[config.mk]
export PLATFORM = sky130hd
export DESIGN_NAME = tag_list_line_tokenizer_top_flat
export DESIGN_NICKNAME = d
export VERILOG_FILES = /design/src/sv/tlt_pkg.sv /design/src/sv/tlt_if.sv /design/src/sv/tlt_front.sv /design/src/sv/tlt_queue.sv /design/src/sv/tlt_back.sv /design/src/sv/tag_list_line_tokenizer_top.sv /design/src/flat_wrapper.sv
export SDC_FILE = /design/constraint.sdc
export NUM_CORES = 1
export LEC_CHECK = 0
export ABC_AREA = 0
export BUFFER_PORTS_ARGS = -buffer_cell sky130_fd_sc_hd__clkbuf_2
export CORE_UTILIZATION = 40
export DETAILED_ROUTE_END_ITERATION = 8
export GPL_TIMING_DRIVEN = 1
export PLACE_DENSITY = 0.61
export SLEW_MARGIN = 20
export SYNTH_ARGS = -nofsm -noshare
export SYNTH_HDL_FRONTEND = slang
export SYNTH_HIERARCHICAL = 1
export SYNTH_SLANG_ARGS = --single-unit
[constraint.sdc]
create_clock -name clk_i -period 3.28 [get_ports clk_i]
set_input_delay 0.656 -clock clk_i [delete_from_list [all_inputs] [get_ports clk_i]]
set_output_delay 0.656 -clock clk_i [all_outputs]
set_load 0.02 [all_outputs]
[src/sv/tlt_pkg.sv]
// shared constants, result type and helper functions of the tag list line tokenizer
package tlt_pkg;

  localparam int unsigned MaxPending = 16;
  localparam int unsigned CntW       = $clog2(MaxPending + 1);
  localparam int unsigned AddrW      = (MaxPending > 1) ? $clog2(MaxPending) : 1;

  localparam int unsigned QueueDepth = 2;
  localparam int unsigned QAddrW     = (QueueDepth > 1) ? $clog2(QueueDepth) : 1;
  localparam int unsigned QCntW      = $clog2(QueueDepth + 1);

  localparam logic [1:0] KindByte = 2'd0;
  localparam logic [1:0] KindEnd  = 2'd1;
  localparam logic [1:0] KindRec  = 2'd2;
  localparam logic [1:0] KindErr  = 2'd3;

  localparam logic [1:0] SepNone  = 2'd0;
  localparam logic [1:0] SepComma = 2'd1;
  localparam logic [1:0] SepColon = 2'd2;

  localparam logic [2:0] ErrNone      = 3'd0;
  localparam logic [2:0] ErrSepEnds   = 3'd1;
  localparam logic [2:0] ErrLeadSep   = 3'd2;
  localparam logic [2:0] ErrDoubleSep = 3'd3;
  localparam logic [2:0] ErrNoItems   = 3'd4;
  localparam logic [2:0] ErrColon2    = 3'd5;
  localparam logic [2:0] ErrOverflow  = 3'd6;

  localparam logic [1:0] PendSpace = 2'd0;
  localparam logic [1:0] PendTab   = 2'd1;
  localparam logic [1:0] PendColon = 2'd2;
  localparam logic [1:0] PendComma = 2'd3;

  localparam logic [7:0] ChSpace   = 8'h20;
  localparam logic [7:0] ChTab     = 8'h09;
  localparam logic [7:0] ChColon   = 8'h3a;
  localparam logic [7:0] ChComma   = 8'h2c;
  localparam logic [7:0] ChNewline = 8'h0a;

  typedef struct packed {
    logic [1:0] kind;
    logic [7:0] char_out;
    logic       is_tag;
    logic [1:0] separator;
    logic       record_has_tags;
    logic [2:0] error_code;
    logic       last;
  } res_t;

  typedef struct packed {
    logic            busy;
    logic            halted;
    logic [CntW-1:0] pend_cnt;
  } front_stat_t;

  typedef struct packed {
    logic full;
    logic empty;
  } queue_stat_t;

  function automatic res_t mk_res(logic [1:0] kind, logic [7:0] ch, logic tag,
                                  logic [1:0] sep, logic rht, logic [2:0] err);
    res_t r;
    r.kind            = kind;
    r.char_out        = ch;
    r.is_tag          = tag;
    r.separator       = sep;
    r.record_has_tags = rht;
    r.error_code      = err;
    r.last            = 1'b0;
    return r;
  endfunction

  function automatic logic [1:0] code_of(logic [7:0] c);
    logic [1:0] code;
    if (c == ChSpace) begin
      code = PendSpace;
    end else if (c == ChTab) begin
      code = PendTab;
    end else if (c == ChColon) begin
      code = PendColon;
    end else begin
      code = PendComma;
    end
    return code;
  endfunction

  function automatic logic [7:0] char_of(logic [1:0] code);
    logic [7:0] c;
    case (code)
      PendSpace: c = ChSpace;
      PendTab:   c = ChTab;
      PendColon: c = ChColon;
      default:   c = ChComma;
    endcase
    return c;
  endfunction

endpackage

[src/sv/tlt_if.sv]
// valid/ready channel interfaces for input bytes and result beats
interface tlt_in_if;
  logic       valid;
  logic       ready;
  logic [7:0] char_in;
  logic       end_of_stream;

  modport source (output valid, output char_in, output end_of_stream, input ready);
  modport sink   (input valid, input char_in, input end_of_stream, output ready);
endinterface

interface tlt_out_if;
  logic       valid;
  logic       ready;
  logic [1:0] kind;
  logic [7:0] char_out;
  logic       is_tag;
  logic [1:0] separator;
  logic       record_has_tags;
  logic [2:0] error_code;
  logic       last;

  modport source (output valid, output kind, output char_out, output is_tag,
                  output separator, output record_has_tags, output error_code,
                  output last, input ready);
  modport sink   (input valid, input kind, input char_out, input is_tag,
                  input separator, input record_has_tags, input error_code,
                  input last, output ready);
endinterface

[src/sv/tlt_front.sv]
// front: classifies input bytes, keeps scan state and pending store, sequences results
module tlt_front (
  input  logic                  clk_i,
  input  logic                  rst_ni,
  tlt_in_if.sink                in_i,
  output tlt_pkg::res_t         push_data_o,
  output logic                  push_o,
  input  logic                  full_i,
  output tlt_pkg::front_stat_t  stat_o
);
  import tlt_pkg::*;

  localparam logic [2:0] StLead  = 3'd0;
  localparam logic [2:0] StElem  = 3'd1;
  localparam logic [2:0] StBlank = 3'd2;
  localparam logic [2:0] StSeps  = 3'd3;
  localparam logic [2:0] StTrail = 3'd4;

  localparam logic SeqIdle = 1'b0;
  localparam logic SeqRun  = 1'b1;

  logic [2:0]      st_q, st_d;
  logic [1:0]      hs_q, hs_d;
  logic [CntW-1:0] cnt_q, cnt_d;
  logic            tag_q, tag_d;
  logic            items_q, items_d;
  logic            tags_q, tags_d;
  logic            halt_q, halt_d;

  logic            seq_q, seq_d;
  logic [CntW-1:0] fl_idx_q, fl_idx_d;
  logic [CntW-1:0] fl_n_q, fl_n_d;
  logic            fix_idx_q, fix_idx_d;
  logic            fl_tag_q;
  res_t            r0_q, r1_q, r0_d, r1_d;
  logic [1:0]      rdata_q;
  logic [1:0]      pend_mem [MaxPending];

  logic            accept;
  logic [CntW-1:0] flush_n;
  logic [1:0]      nres;
  logic            push_req;
  logic            wen;
  logic            fl_more;
  logic [7:0]      c;
  logic            is_blank, is_sep;
  logic            ended, it, tg;
  res_t            rr;

  assign in_i.ready = (seq_q == SeqIdle);
  assign accept     = in_i.valid && in_i.ready;
  assign c          = in_i.char_in;
  assign is_blank   = (c == ChSpace) || (c == ChTab);
  assign is_sep     = (c == ChColon) || (c == ChComma);

  always_comb begin
    st_d     = st_q;
    hs_d     = hs_q;
    cnt_d    = cnt_q;
    tag_d    = tag_q;
    items_d  = items_q;
    tags_d   = tags_q;
    halt_d   = halt_q;
    r0_d     = mk_res(KindByte, 8'd0, 1'b0, SepNone, 1'b0, ErrNone);
    r1_d     = r0_d;
    nres     = 2'd0;
    flush_n  = '0;
    push_req = 1'b0;
    wen      = 1'b0;
    ended    = 1'b0;
    it       = 1'b0;
    tg       = 1'b0;
    rr       = r0_d;
    if (!halt_q) begin
      if (in_i.end_of_stream || c == ChNewline) begin
        if (!in_i.end_of_stream && hs_q == SepComma) begin
          r0_d   = mk_res(KindErr, 8'd0, 1'b0, SepNone, 1'b0, ErrSepEnds);
          nres   = 2'd1;
          halt_d = 1'b1;
        end else begin
          ended = (st_q != StLead);
          it    = items_q | (ended & ~tag_q);
          tg    = tags_q | (ended & tag_q);
          if (ended) begin
            r0_d = mk_res(KindEnd, 8'd0, tag_q, SepNone, 1'b0, ErrNone);
            nres = 2'd1;
          end
          if (it || tg) begin
            if (!it) begin
              rr     = mk_res(KindErr, 8'd0, 1'b0, SepNone, 1'b0, ErrNoItems);
              halt_d = 1'b1;
            end else begin
              rr = mk_res(KindRec, 8'd0, 1'b0, SepNone, tg, ErrNone);
            end
            if (ended) begin
              r1_d = rr;
            end else begin
              r0_d = rr;
            end
            nres = nres + 2'd1;
          end
          st_d    = StLead;
          hs_d    = SepNone;
          cnt_d   = '0;
          tag_d   = 1'b0;
          items_d = 1'b0;
          tags_d  = 1'b0;
        end
      end else begin
        case (st_q)
          StElem: begin
            if (is_blank) begin
              push_req = 1'b1;
              st_d     = StBlank;
            end else if (is_sep) begin
              hs_d     = (c == ChComma) ? SepComma : SepColon;
              push_req = 1'b1;
              st_d     = StSeps;
            end else begin
              r0_d = mk_res(KindByte, c, tag_q, SepNone, 1'b0, ErrNone);
              nres = 2'd1;
            end
          end
          StBlank: begin
            if (is_blank) begin
              push_req = 1'b1;
            end else if (is_sep) begin
              hs_d = (c == ChComma) ? SepComma : SepColon;
              st_d = StTrail;
            end else begin
              flush_n = cnt_q;
              r0_d    = mk_res(KindByte, c, tag_q, SepNone, 1'b0, ErrNone);
              nres    = 2'd1;
              cnt_d   = '0;
              hs_d    = SepNone;
              st_d    = StElem;
            end
          end
          StSeps: begin
            if (is_blank) begin
              if (cnt_q > CntW'(1)) begin
                r0_d   = mk_res(KindErr, 8'd0, 1'b0, SepNone, 1'b0, ErrDoubleSep);
                nres   = 2'd1;
                halt_d = 1'b1;
              end else begin
                st_d = StTrail;
              end
            end else if (is_sep) begin
              push_req = 1'b1;
            end else begin
              flush_n = cnt_q;
              r0_d    = mk_res(KindByte, c, tag_q, SepNone, 1'b0, ErrNone);
              nres    = 2'd1;
              cnt_d   = '0;
              hs_d    = SepNone;
              st_d    = StElem;
            end
          end
          StTrail: begin
            if (!is_blank) begin
              r0_d = mk_res(KindEnd, 8'd0, tag_q, hs_q, 1'b0, ErrNone);
              nres = 2'd1;
              if (tag_q) begin
                tags_d = 1'b1;
              end else begin
                items_d = 1'b1;
              end
              st_d  = StLead;
              hs_d  = SepNone;
              cnt_d = '0;
              if (hs_q == SepColon && tag_q) begin
                r1_d   = mk_res(KindErr, 8'd0, 1'b0, SepNone, 1'b0, ErrColon2);
                nres   = 2'd2;
                halt_d = 1'b1;
              end else begin
                if (hs_q == SepColon) begin
                  tag_d = 1'b1;
                end
                nres = 2'd2;
                if (is_sep) begin
                  r1_d   = mk_res(KindErr, 8'd0, 1'b0, SepNone, 1'b0, ErrLeadSep);
                  halt_d = 1'b1;
                end else begin
                  r1_d = mk_res(KindByte, c, tag_d, SepNone, 1'b0, ErrNone);
                  st_d = StElem;
                end
              end
            end
          end
          default: begin
            if (is_sep) begin
              r0_d   = mk_res(KindErr, 8'd0, 1'b0, SepNone, 1'b0, ErrLeadSep);
              nres   = 2'd1;
              halt_d = 1'b1;
            end else if (!is_blank) begin
              r0_d = mk_res(KindByte, c, tag_q, SepNone, 1'b0, ErrNone);
              nres = 2'd1;
              st_d = StElem;
            end
          end
        endcase
        if (push_req) begin
          if (cnt_q >= CntW'(MaxPending)) begin
            r0_d   = mk_res(KindErr, 8'd0, 1'b0, SepNone, 1'b0, ErrOverflow);
            nres   = 2'd1;
            halt_d = 1'b1;
          end else begin
            wen   = 1'b1;
            cnt_d = cnt_q + CntW'(1);
          end
        end
      end
    end
    r0_d.last = (nres == 2'd1);
    r1_d.last = (nres == 2'd2);
  end

  // result sequencer: pending bytes first, then the fixed results
  assign fl_more = (fl_idx_q != fl_n_q);

  always_comb begin
    push_o      = 1'b0;
    push_data_o = fix_idx_q ? r1_q : r0_q;
    seq_d       = seq_q;
    fl_idx_d    = fl_idx_q;
    fl_n_d      = fl_n_q;
    fix_idx_d   = fix_idx_q;
    if (accept) begin
      fl_idx_d  = '0;
      fl_n_d    = flush_n;
      fix_idx_d = 1'b0;
      seq_d     = (nres != 2'd0) ? SeqRun : SeqIdle;
    end else if (seq_q == SeqRun && !full_i) begin
      push_o = 1'b1;
      if (fl_more) begin
        push_data_o = mk_res(KindByte, char_of(rdata_q), fl_tag_q, SepNone, 1'b0, ErrNone);
        fl_idx_d    = fl_idx_q + CntW'(1);
      end else begin
        fix_idx_d = 1'b1;
        if (push_data_o.last) begin
          seq_d = SeqIdle;
        end
      end
    end
  end

  always_ff @(posedge clk_i or negedge rst_ni) begin
    if (!rst_ni) begin
      st_q      <= StLead;
      hs_q      <= SepNone;
      cnt_q     <= '0;
      tag_q     <= 1'b0;
      items_q   <= 1'b0;
      tags_q    <= 1'b0;
      halt_q    <= 1'b0;
      seq_q     <= SeqIdle;
      fl_idx_q  <= '0;
      fl_n_q    <= '0;
      fix_idx_q <= 1'b0;
    end else begin
      if (accept) begin
        st_q    <= st_d;
        hs_q    <= hs_d;
        cnt_q   <= cnt_d;
        tag_q   <= tag_d;
        items_q <= items_d;
        tags_q  <= tags_d;
        halt_q  <= halt_d;
      end
      seq_q     <= seq_d;
      fl_idx_q  <= fl_idx_d;
      fl_n_q    <= fl_n_d;
      fix_idx_q <= fix_idx_d;
    end
  end

  always_ff @(posedge clk_i) begin
    if (accept) begin
      r0_q     <= r0_d;
      r1_q     <= r1_d;
      fl_tag_q <= tag_q;
    end
  end

  always_ff @(posedge clk_i) begin
    if (accept && wen) begin
      pend_mem[cnt_q[AddrW-1:0]] <= code_of(c);
    end
    rdata_q <= pend_mem[fl_idx_d[AddrW-1:0]];
  end

  assign stat_o.busy     = (seq_q == SeqRun);
  assign stat_o.halted   = halt_q;
  assign stat_o.pend_cnt = cnt_q;

endmodule

[src/sv/tlt_queue.sv]
// short result queue between front and back
module tlt_queue (
  input  logic                  clk_i,
  input  logic                  rst_ni,
  input  logic                  push_i,
  input  tlt_pkg::res_t         push_data_i,
  input  logic                  pop_i,
  output tlt_pkg::res_t         pop_data_o,
  output tlt_pkg::queue_stat_t  stat_o
);
  import tlt_pkg::*;

  res_t              q_mem [QueueDepth];
  logic [QAddrW-1:0] wr_ptr_q, rd_ptr_q;
  logic [QCntW-1:0]  cnt_q;
  logic              do_push, do_pop;

  assign stat_o.full  = (cnt_q == QCntW'(QueueDepth));
  assign stat_o.empty = (cnt_q == '0);
  assign do_push      = push_i && !stat_o.full;
  assign do_pop       = pop_i && !stat_o.empty;
  assign pop_data_o   = q_mem[rd_ptr_q];

  always_ff @(posedge clk_i or negedge rst_ni) begin
    if (!rst_ni) begin
      wr_ptr_q <= '0;
      rd_ptr_q <= '0;
      cnt_q    <= '0;
    end else begin
      if (do_push) begin
        wr_ptr_q <= (wr_ptr_q == QAddrW'(QueueDepth - 1)) ? '0 : wr_ptr_q + QAddrW'(1);
      end
      if (do_pop) begin
        rd_ptr_q <= (rd_ptr_q == QAddrW'(QueueDepth - 1)) ? '0 : rd_ptr_q + QAddrW'(1);
      end
      if (do_push && !do_pop) begin
        cnt_q <= cnt_q + QCntW'(1);
      end else if (do_pop && !do_push) begin
        cnt_q <= cnt_q - QCntW'(1);
      end
    end
  end

  always_ff @(posedge clk_i) begin
    if (do_push) begin
      q_mem[wr_ptr_q] <= push_data_i;
    end
  end

endmodule

[src/sv/tlt_back.sv]
// back: output register that drives result beats onto the output channel
module tlt_back (
  input  logic                  clk_i,
  input  logic                  rst_ni,
  input  tlt_pkg::res_t         pop_data_i,
  input  tlt_pkg::queue_stat_t  q_stat_i,
  output logic                  pop_o,
  tlt_out_if.source             out_o
);
  import tlt_pkg::*;

  logic vld_q;
  res_t res_q;

  assign pop_o = !q_stat_i.empty && (!vld_q || out_o.ready);

  always_ff @(posedge clk_i or negedge rst_ni) begin
    if (!rst_ni) begin
      vld_q <= 1'b0;
    end else if (!vld_q || out_o.ready) begin
      vld_q <= !q_stat_i.empty;
    end
  end

  always_ff @(posedge clk_i) begin
    if (pop_o) begin
      res_q <= pop_data_i;
    end
  end

  assign out_o.valid           = vld_q;
  assign out_o.kind            = res_q.kind;
  assign out_o.char_out        = res_q.char_out;
  assign out_o.is_tag          = res_q.is_tag;
  assign out_o.separator       = res_q.separator;
  assign out_o.record_has_tags = res_q.record_has_tags;
  assign out_o.error_code      = res_q.error_code;
  assign out_o.last            = res_q.last;

endmodule

[src/sv/tag_list_line_tokenizer_top.sv]
// top level of the tag list line tokenizer: front, result queue and output stage
// Takes one byte (or an end-of-stream mark) per input beat and returns the element
// bytes, element ends, record ends and errors it causes, in order, one result beat
// per cycle at best. The front accepts an item only while its result sequencer is
// idle; an item that causes results keeps it busy until all are pushed, including
// the held blanks and separators re-emitted from the pending store, which is read
// one entry per cycle unless the queue is full. After an error the block accepts
// input but gives no further result until reset. The output register and a
// two-beat queue let the output side stall without holding up the front until the
// queue fills.
module tag_list_line_tokenizer_top (
  input  logic        clk_i,
  input  logic        rst_ni,
  tlt_in_if.sink      in_i,
  tlt_out_if.source   out_o
);
  import tlt_pkg::*;

  res_t        q_push_data, q_pop_data;
  logic        q_push, q_pop;
  queue_stat_t q_stat;
  front_stat_t f_stat;

  tlt_front u_front (
    .clk_i       (clk_i),
    .rst_ni      (rst_ni),
    .in_i        (in_i),
    .push_data_o (q_push_data),
    .push_o      (q_push),
    .full_i      (q_stat.full),
    .stat_o      (f_stat)
  );

  tlt_queue u_queue (
    .clk_i       (clk_i),
    .rst_ni      (rst_ni),
    .push_i      (q_push),
    .push_data_i (q_push_data),
    .pop_i       (q_pop),
    .pop_data_o  (q_pop_data),
    .stat_o      (q_stat)
  );

  tlt_back u_back (
    .clk_i      (clk_i),
    .rst_ni     (rst_ni),
    .pop_data_i (q_pop_data),
    .q_stat_i   (q_stat),
    .pop_o      (q_pop),
    .out_o      (out_o)
  );

  a_no_push_full: assert property (@(posedge clk_i) disable iff (!rst_ni)
    q_push |-> !q_stat.full)
    else $error("result pushed into full queue");

  a_pend_bound: assert property (@(posedge clk_i) disable iff (!rst_ni)
    f_stat.pend_cnt <= CntW'(MaxPending))
    else $error("pending count beyond store depth");

  a_halt_quiet: assert property (@(posedge clk_i) disable iff (!rst_ni)
    (f_stat.halted && !f_stat.busy) |=> !q_push)
    else $error("result produced after halt");

  a_busy_blocks: assert property (@(posedge clk_i) disable iff (!rst_ni)
    f_stat.busy |-> !in_i.ready)
    else $error("input taken while results still being sequenced");

endmodule

[src/flat_wrapper.sv]
// flat-port wrapper written by rule: the top's interface ports become plain ports
module tag_list_line_tokenizer_top_flat import tlt_pkg::*;
  (clk_i, rst_ni, in_i_valid, in_i_char_in, in_i_end_of_stream, in_i_ready, out_o_valid, out_o_kind, out_o_char_out, out_o_is_tag, out_o_separator, out_o_record_has_tags, out_o_error_code, out_o_last, out_o_ready);
  tlt_in_if in_i_i ();
  tlt_out_if out_o_i ();
  input  logic clk_i;
  input  logic rst_ni;
  input wire logic [$bits(in_i_i.valid)-1:0] in_i_valid;
  input wire logic [$bits(in_i_i.char_in)-1:0] in_i_char_in;
  input wire logic [$bits(in_i_i.end_of_stream)-1:0] in_i_end_of_stream;
  output wire logic [$bits(in_i_i.ready)-1:0] in_i_ready;
  output wire logic [$bits(out_o_i.valid)-1:0] out_o_valid;
  output wire logic [$bits(out_o_i.kind)-1:0] out_o_kind;
  output wire logic [$bits(out_o_i.char_out)-1:0] out_o_char_out;
  output wire logic [$bits(out_o_i.is_tag)-1:0] out_o_is_tag;
  output wire logic [$bits(out_o_i.separator)-1:0] out_o_separator;
  output wire logic [$bits(out_o_i.record_has_tags)-1:0] out_o_record_has_tags;
  output wire logic [$bits(out_o_i.error_code)-1:0] out_o_error_code;
  output wire logic [$bits(out_o_i.last)-1:0] out_o_last;
  input wire logic [$bits(out_o_i.ready)-1:0] out_o_ready;
  assign in_i_i.valid = in_i_valid;
  assign in_i_i.char_in = in_i_char_in;
  assign in_i_i.end_of_stream = in_i_end_of_stream;
  assign in_i_ready = in_i_i.ready;
  assign out_o_valid = out_o_i.valid;
  assign out_o_kind = out_o_i.kind;
  assign out_o_char_out = out_o_i.char_out;
  assign out_o_is_tag = out_o_i.is_tag;
  assign out_o_separator = out_o_i.separator;
  assign out_o_record_has_tags = out_o_i.record_has_tags;
  assign out_o_error_code = out_o_i.error_code;
  assign out_o_last = out_o_i.last;
  assign out_o_i.ready = out_o_ready;
  tag_list_line_tokenizer_top u_core (.clk_i(clk_i), .rst_ni(rst_ni), .in_i(in_i_i), .out_o(out_o_i));
endmodule
### Yosys cells after proc, flatten, opt, wreduce, memory -nomap -nowiden

Memory sizes are Yosys's and may differ from the RTL's. A register that Yosys moved wholly into a read port is not among the register bits.
Index checks and enable logic that the tools add are counted.

* $add $sub $neg: 7
* magnitude comparators: 2
* eq/ne operators: 33
* mux-type cells: 148
* bitwise logic cells: 7
* reduce and logical (&&, ||, !) cells: 43

Operators with widths (number)
* two-way mux 18 bit: 21
* two-way mux 5 bit: 15
* two-way mux 1 bit: 60
* case mux 18 bit (3 select lines): 1
* two-way mux 2 bit: 26
* two-way mux 17 bit: 3
* two-way mux 16 bit: 3
* two-way mux 3 bit: 12
* == test 8 x 6 -> 1 bit (second input constant): 3
* AND reduction 10 bit: 2
* inequality test 3 bit (second input constant): 6
* case mux 6 bit (3 select lines): 1
* AND reduction 6 bit: 3
* == test 8 x 4 -> 1 bit (second input constant): 2
* nonzero test 2 bit: 7
* inequality test 4 bit (second input constant): 3
* case mux 3 bit (4 select lines): 1
* adder 5 x 1 -> 5 bit (second input constant): 2
* logical AND 1 bit: 10
* case mux 5 bit (2 select lines): 1
* == test 2 bit (second input constant): 4
* case mux 2 bit (4 select lines): 1
* == test 2 x 1 -> 1 bit (second input constant): 3
* == test 3 x 2 -> 1 bit (second input constant): 2
* 25 further kinds: 48

* flip-flop bits (word level): 68
* memory bits (writable): 68
* input port bits: 13
* output and inout bits: 20
* word-level logic and storage cells: 273
* memories: 2

Memory list
* u_core.u_queue.q_mem: depth 2, bits a word 18, read ports 1, clocked after memory_dff 1, wr ports 1, RTL line tlt_queue.sv:13 `res_t q_mem [QueueDepth];`
* u_core.u_front.pend_mem: depth 16, bits a word 2, read ports 1, clocked after memory_dff 1, wr ports 1, RTL line tlt_front.sv:37 `logic [1:0] pend_mem [MaxPending];`

### Longest topological paths before layout

* word-level depth: 13
* gate-level depth with buffers: 12
* mapped depth without buffers: 11

### Hierarchy

The synthesis kept the hierarchy.

Modules (own cells, without submodules)
* tlt_front: times used 1, cells an instance 500, area an instance 5210.0 um^2, seq. area each 2702.6 um^2
* tlt_queue: times used 1, cells an instance 75, area an instance 1545.2 um^2, seq. area each 1181.1 um^2
* tlt_back: times used 1, cells an instance 23, area an instance 590.6 um^2, seq. area each 565.5 um^2

### Worst setup path before layout

Ideal clock, no wire load.

* path kind: input port to flip-flop
* from: in in_i_char_in[0]
* to: mem u_core.u_front.pend_mem[4][0], enable pin
* library setup time: 0.332 ns
* arrival: 2.460 ns
* data required time: 2.948 ns
* setup slack: 0.488 ns
* stages: 7
* path buffers: 0
* cell sequence: or3b_1 > a2111oi_2 > o21ai_1 > a211oi_4 > and2b_4 > nand2_2 > nor3b_1

* cells in the longest elaborated chain, start to end: 13
* elaborated cells on any way between the ends: 21
* classes of those cells: eq/ne (5); mux (12); reduce/logical (4)

RTL lines
* start: declaration: RTL line flat_wrapper.sv:9 `input wire logic [$bits(in_i_i.char_in)-1:0] in_i_char_in;`
* == test 8 x 6 -> 1 bit: RTL line tlt_front.sv:54 `assign is_sep = (c == ChColon) || (c == ChComma);`
* logical OR 1 bit: RTL line tlt_front.sv:54
* two-way mux 1 bit: RTL line tlt_front.sv:115, tlt_front.sv:148
* two-way mux 1 bit, on equally long branches: RTL line tlt_front.sv:140, tlt_front.sv:112
* case mux 1 bit (3 select lines): RTL line tlt_front.sv:110 `case (st_q)`
* two-way mux 1 bit: RTL line tlt_front.sv:75 `if (in_i.end_of_stream || c == ChNewline) begin`
* two-way mux 1 bit: RTL line tlt_front.sv:74 `if (!halt_q) begin`
* two-way mux 1 bit: RTL line tlt_front.sv:202 `if (push_req) begin`
* two-way mux 1 bit *: RTL line tlt_front.sv:75
* two-way mux 1 bit *: RTL line tlt_front.sv:74
* logical AND 1 bit *: RTL line tlt_front.sv:286 `if (accept && wen) begin`
* two-way mux 1 bit *: RTL line tlt_front.sv:286
* two-way mux 1 bit (not written as such) *: RTL line tlt_front.sv:287 `pend_mem[cnt_q[AddrW-1:0]] <= code_of(c);`
* end: declaration: RTL line tlt_front.sv:37

Mark *: on every way between the ends. The rest lies on a longest branch, timed or not. The select of a mux whose other input is x is not followed.

==> out/results.ini <==
[run_status]
status = complete, no violations

[critical_path]
slowest_delay_ns = 0.43
critPathCaptureType = flip-flop
start_kind = flip-flop
crit_type = flip-flop to flip-flop
path_cells = nand2b_1, inv_1, nand2b_1, inv_1, nand2_1, nor2_1, nor3_1, inv_1, a311o_1, o311ai_1, nand4_1
path_max_fanout = 15
critPathRequiredTime_ns = 3.53
cp.arrival_ns = 3.10
cpMostUsedCell = inv_1
crit_path_top_delay_cell = dfrtp_1

[final_layout]
antennaDiodeCount = 0
fillCellCount = 1611
synthToLayoutAreaGrowth_pct = 13.5
stdcell_count = 878
multiInputGateArea_um2 = 2680
layout.nets = 657
utilization = 0.463
drive_gt1_frac = 0.168
regArea_um2 = 4450

[die]
start_util = 0.408
die_w_um = 137
core_um2 = 18000
die-area_um2 = 18900
rows = 49
die_y_um = 137
ios = 33

[timing]
finClkSkew_ns = 0.0145
setup_tns_ns = 0
max_slew_margin = 0.362
slew_viol_final = 0
final.setup.worst_slack_ns = 0.424
setup_viol = 0
max_freq_mhz = 350
grt_setup_unrepaired = no
fin_crit_sh = 0.871
worst_slew_pin_slew_ns = 0.957
hold_violations = 0
finalCriticalPeriod_ns = 2.86

[cts]
h-tree-depth = 4
clock-sinks = 154
postCtsSetupBuffers = 0
cts_buffers = 17
ctsResizeCount = 0
clk_pin_slew_worst_paths_ns = 0.06
cts_tree = yes
cts_root_buf = clkbuf_16
clkLatencyLatePin_ns = 0.43
cts_buffer_depth = 2
post_cts_hold_buffer_count = 0

[detailed_routing]
routed_wirelength_mm = 15.0
vias = 4830
drtPass1Iterations = 5
drtAntennaViolNets = 0
via_per_inst = 5.50
drc_errors = 0
wire_per_inst_um = 17.1
drt_first_iter_violations = 409

[grt]
overflow = 0
grt_max_degree = 39
grt_first_pass_wirelength_mm = 24.5
antenna_found_initial = 0
grt_use_total = 0.173
grt_pass1_vias = 4709

[power_and_ir_drop]
powerDensity_nw_per_um2 = 897
peakVddDrop_mv = 0.606
p_leak_nw = 3.22

[yosys]
ys.warnings.count = 6
synth_area_um2 = 7330
synthCells = 596
synth_fp_nets = 617
syn_area_per_cell_um2 = 12.3

[job]
drv_cap = 0

[place]
dp.cells = 846
dp_hpwl_mm = 10.5
portBuffers = 32
place_ws_ns = 0.202
place.gp.congestion = 0.891

[min_path]
hold_class = input pin to asynchronous set/reset pin

-- area by class of cell --
type                    count  share of cell area
well taps                 229              0.0344
repair buffers             49              0.0346
flip-flops and latches    154               0.535
multi-input cells         399               0.322
inverters                  15             0.00677
clock inverters            11              0.0149
clock buffers              21              0.0529
-- flip-flops by register name, summed over array words and instances, names as in the netlist, 5 cells and up --
name	cells
u_core/u_front/pend_mem	32
u_core/u_front/fl_idx_q	5
u_core/u_back/out_o.char_out	8
u_core/u_front/r1_q	16
u_core/u_front/fl_n_q	5
u_core/u_queue/q_mem	36
u_core/u_front/r0_q	18
u_core/u_front/cnt_q	5
-- path summary, 6_finish.rpt --
kind | start | endpoint | slack, ns | cells after the start
worst min register to register | u_core/u_queue/wr_ptr_q | u_core/u_queue/wr_ptr_q | 0.50 | 1
min in group clk_i | out_o_ready | u_core/u_back/out_o.valid | 0.41 | 2
max in group asynchronous | rst_ni | u_core/u_front/cnt_q[3] | 2.41 | 1
worst min-delay path | rst_ni | u_core/u_queue/cnt_q[1] | 0.33 | 1
worst max-delay path | u_core/u_queue/cnt_q[0] | u_core/u_front/rdata_q[0] | 0.42 | 11
worst max register to register | u_core/u_queue/cnt_q[0] | u_core/u_front/rdata_q[0] | 0.42 | 11
-- per-stage QoR --
stage / area, um2 / total power [mW] / hold slack (ns)
after detailed placement: 7760 / 5.67 / 0.489
after CTS: 8320 / 7.54 / 0.349
final: 8320 / 7.47 / 0.327
after floorplan: 7330 / 4.99 / 0.360
after global routing: 8320 / 7.94 / 0.383
after global placement: 7760 / 5.55 / 0.484
-- cell usage in the layout (no fill, tap or decap), types with 4 or more instances in the layout --
| cell | n |
|---|---|
| mux2_2 | 12 |
| a31oi_1 | 4 |
| mux2i_1 | 19 |
| buf_4 | 17 |
| ha_1 | 8 |
| clkinvlp_4 | 5 |
| and3_1 | 16 |
| nor2b_1 | 10 |
| nand2_1 | 32 |
| nand2b_1 | 4 |
| dfrtp_1 | 31 |
| inv_1 | 15 |
| a21oi_1 | 21 |
| o21bai_1 | 4 |
| and2_1 | 31 |
| clkbuf_16 | 17 |
| clkbuf_2 | 32 |
| edfxtp_1 | 121 |
| clkbuf_1 | 4 |
| xor2_1 | 5 |
| a22o_1 | 6 |
| nor3_1 | 17 |
| mux2_4 | 9 |
| o21ai_0 | 25 |
| nand3_1 | 23 |
| xnor2_1 | 6 |
| nand4_1 | 6 |
| a311o_1 | 8 |
| o31ai_1 | 4 |
| o211ai_1 | 8 |
| nor3b_1 | 12 |
| nor2_1 | 54 |
-- critical path: cells and delay by family, from the launching register on --
kind                   cells  cell delay, ns
AO/OA/AOI/OAI              2            0.45
buffers and inverters      3            0.58
flip-flops                 1            0.43
AND/OR/NAND/NOR            6            1.23
-- metal layers --
layer / global-route usage / wire (um) / vias up / share of wire
met5: 0 / 0 / - / 0
li1: - / - / 2315 / -
met2: 0.285 / 7380 / 154 / 0.49
met1: 0.223 / 6540 / 2343 / 0.44
met4: 0.0604 / 213 / 0 / 0.014
met3: 0.0401 / 844 / 18 / 0.056
-- power breakdown --
part / switching [mW] / leakage [nW] / internal (mW)
Sequential: 0.273 / 1.62 / 2.85
Combinational: 1.54 / 1.35 / 0.938
Clock: 0.744 / 0.257 / 1.12
(Power assumes the default switching activity.)
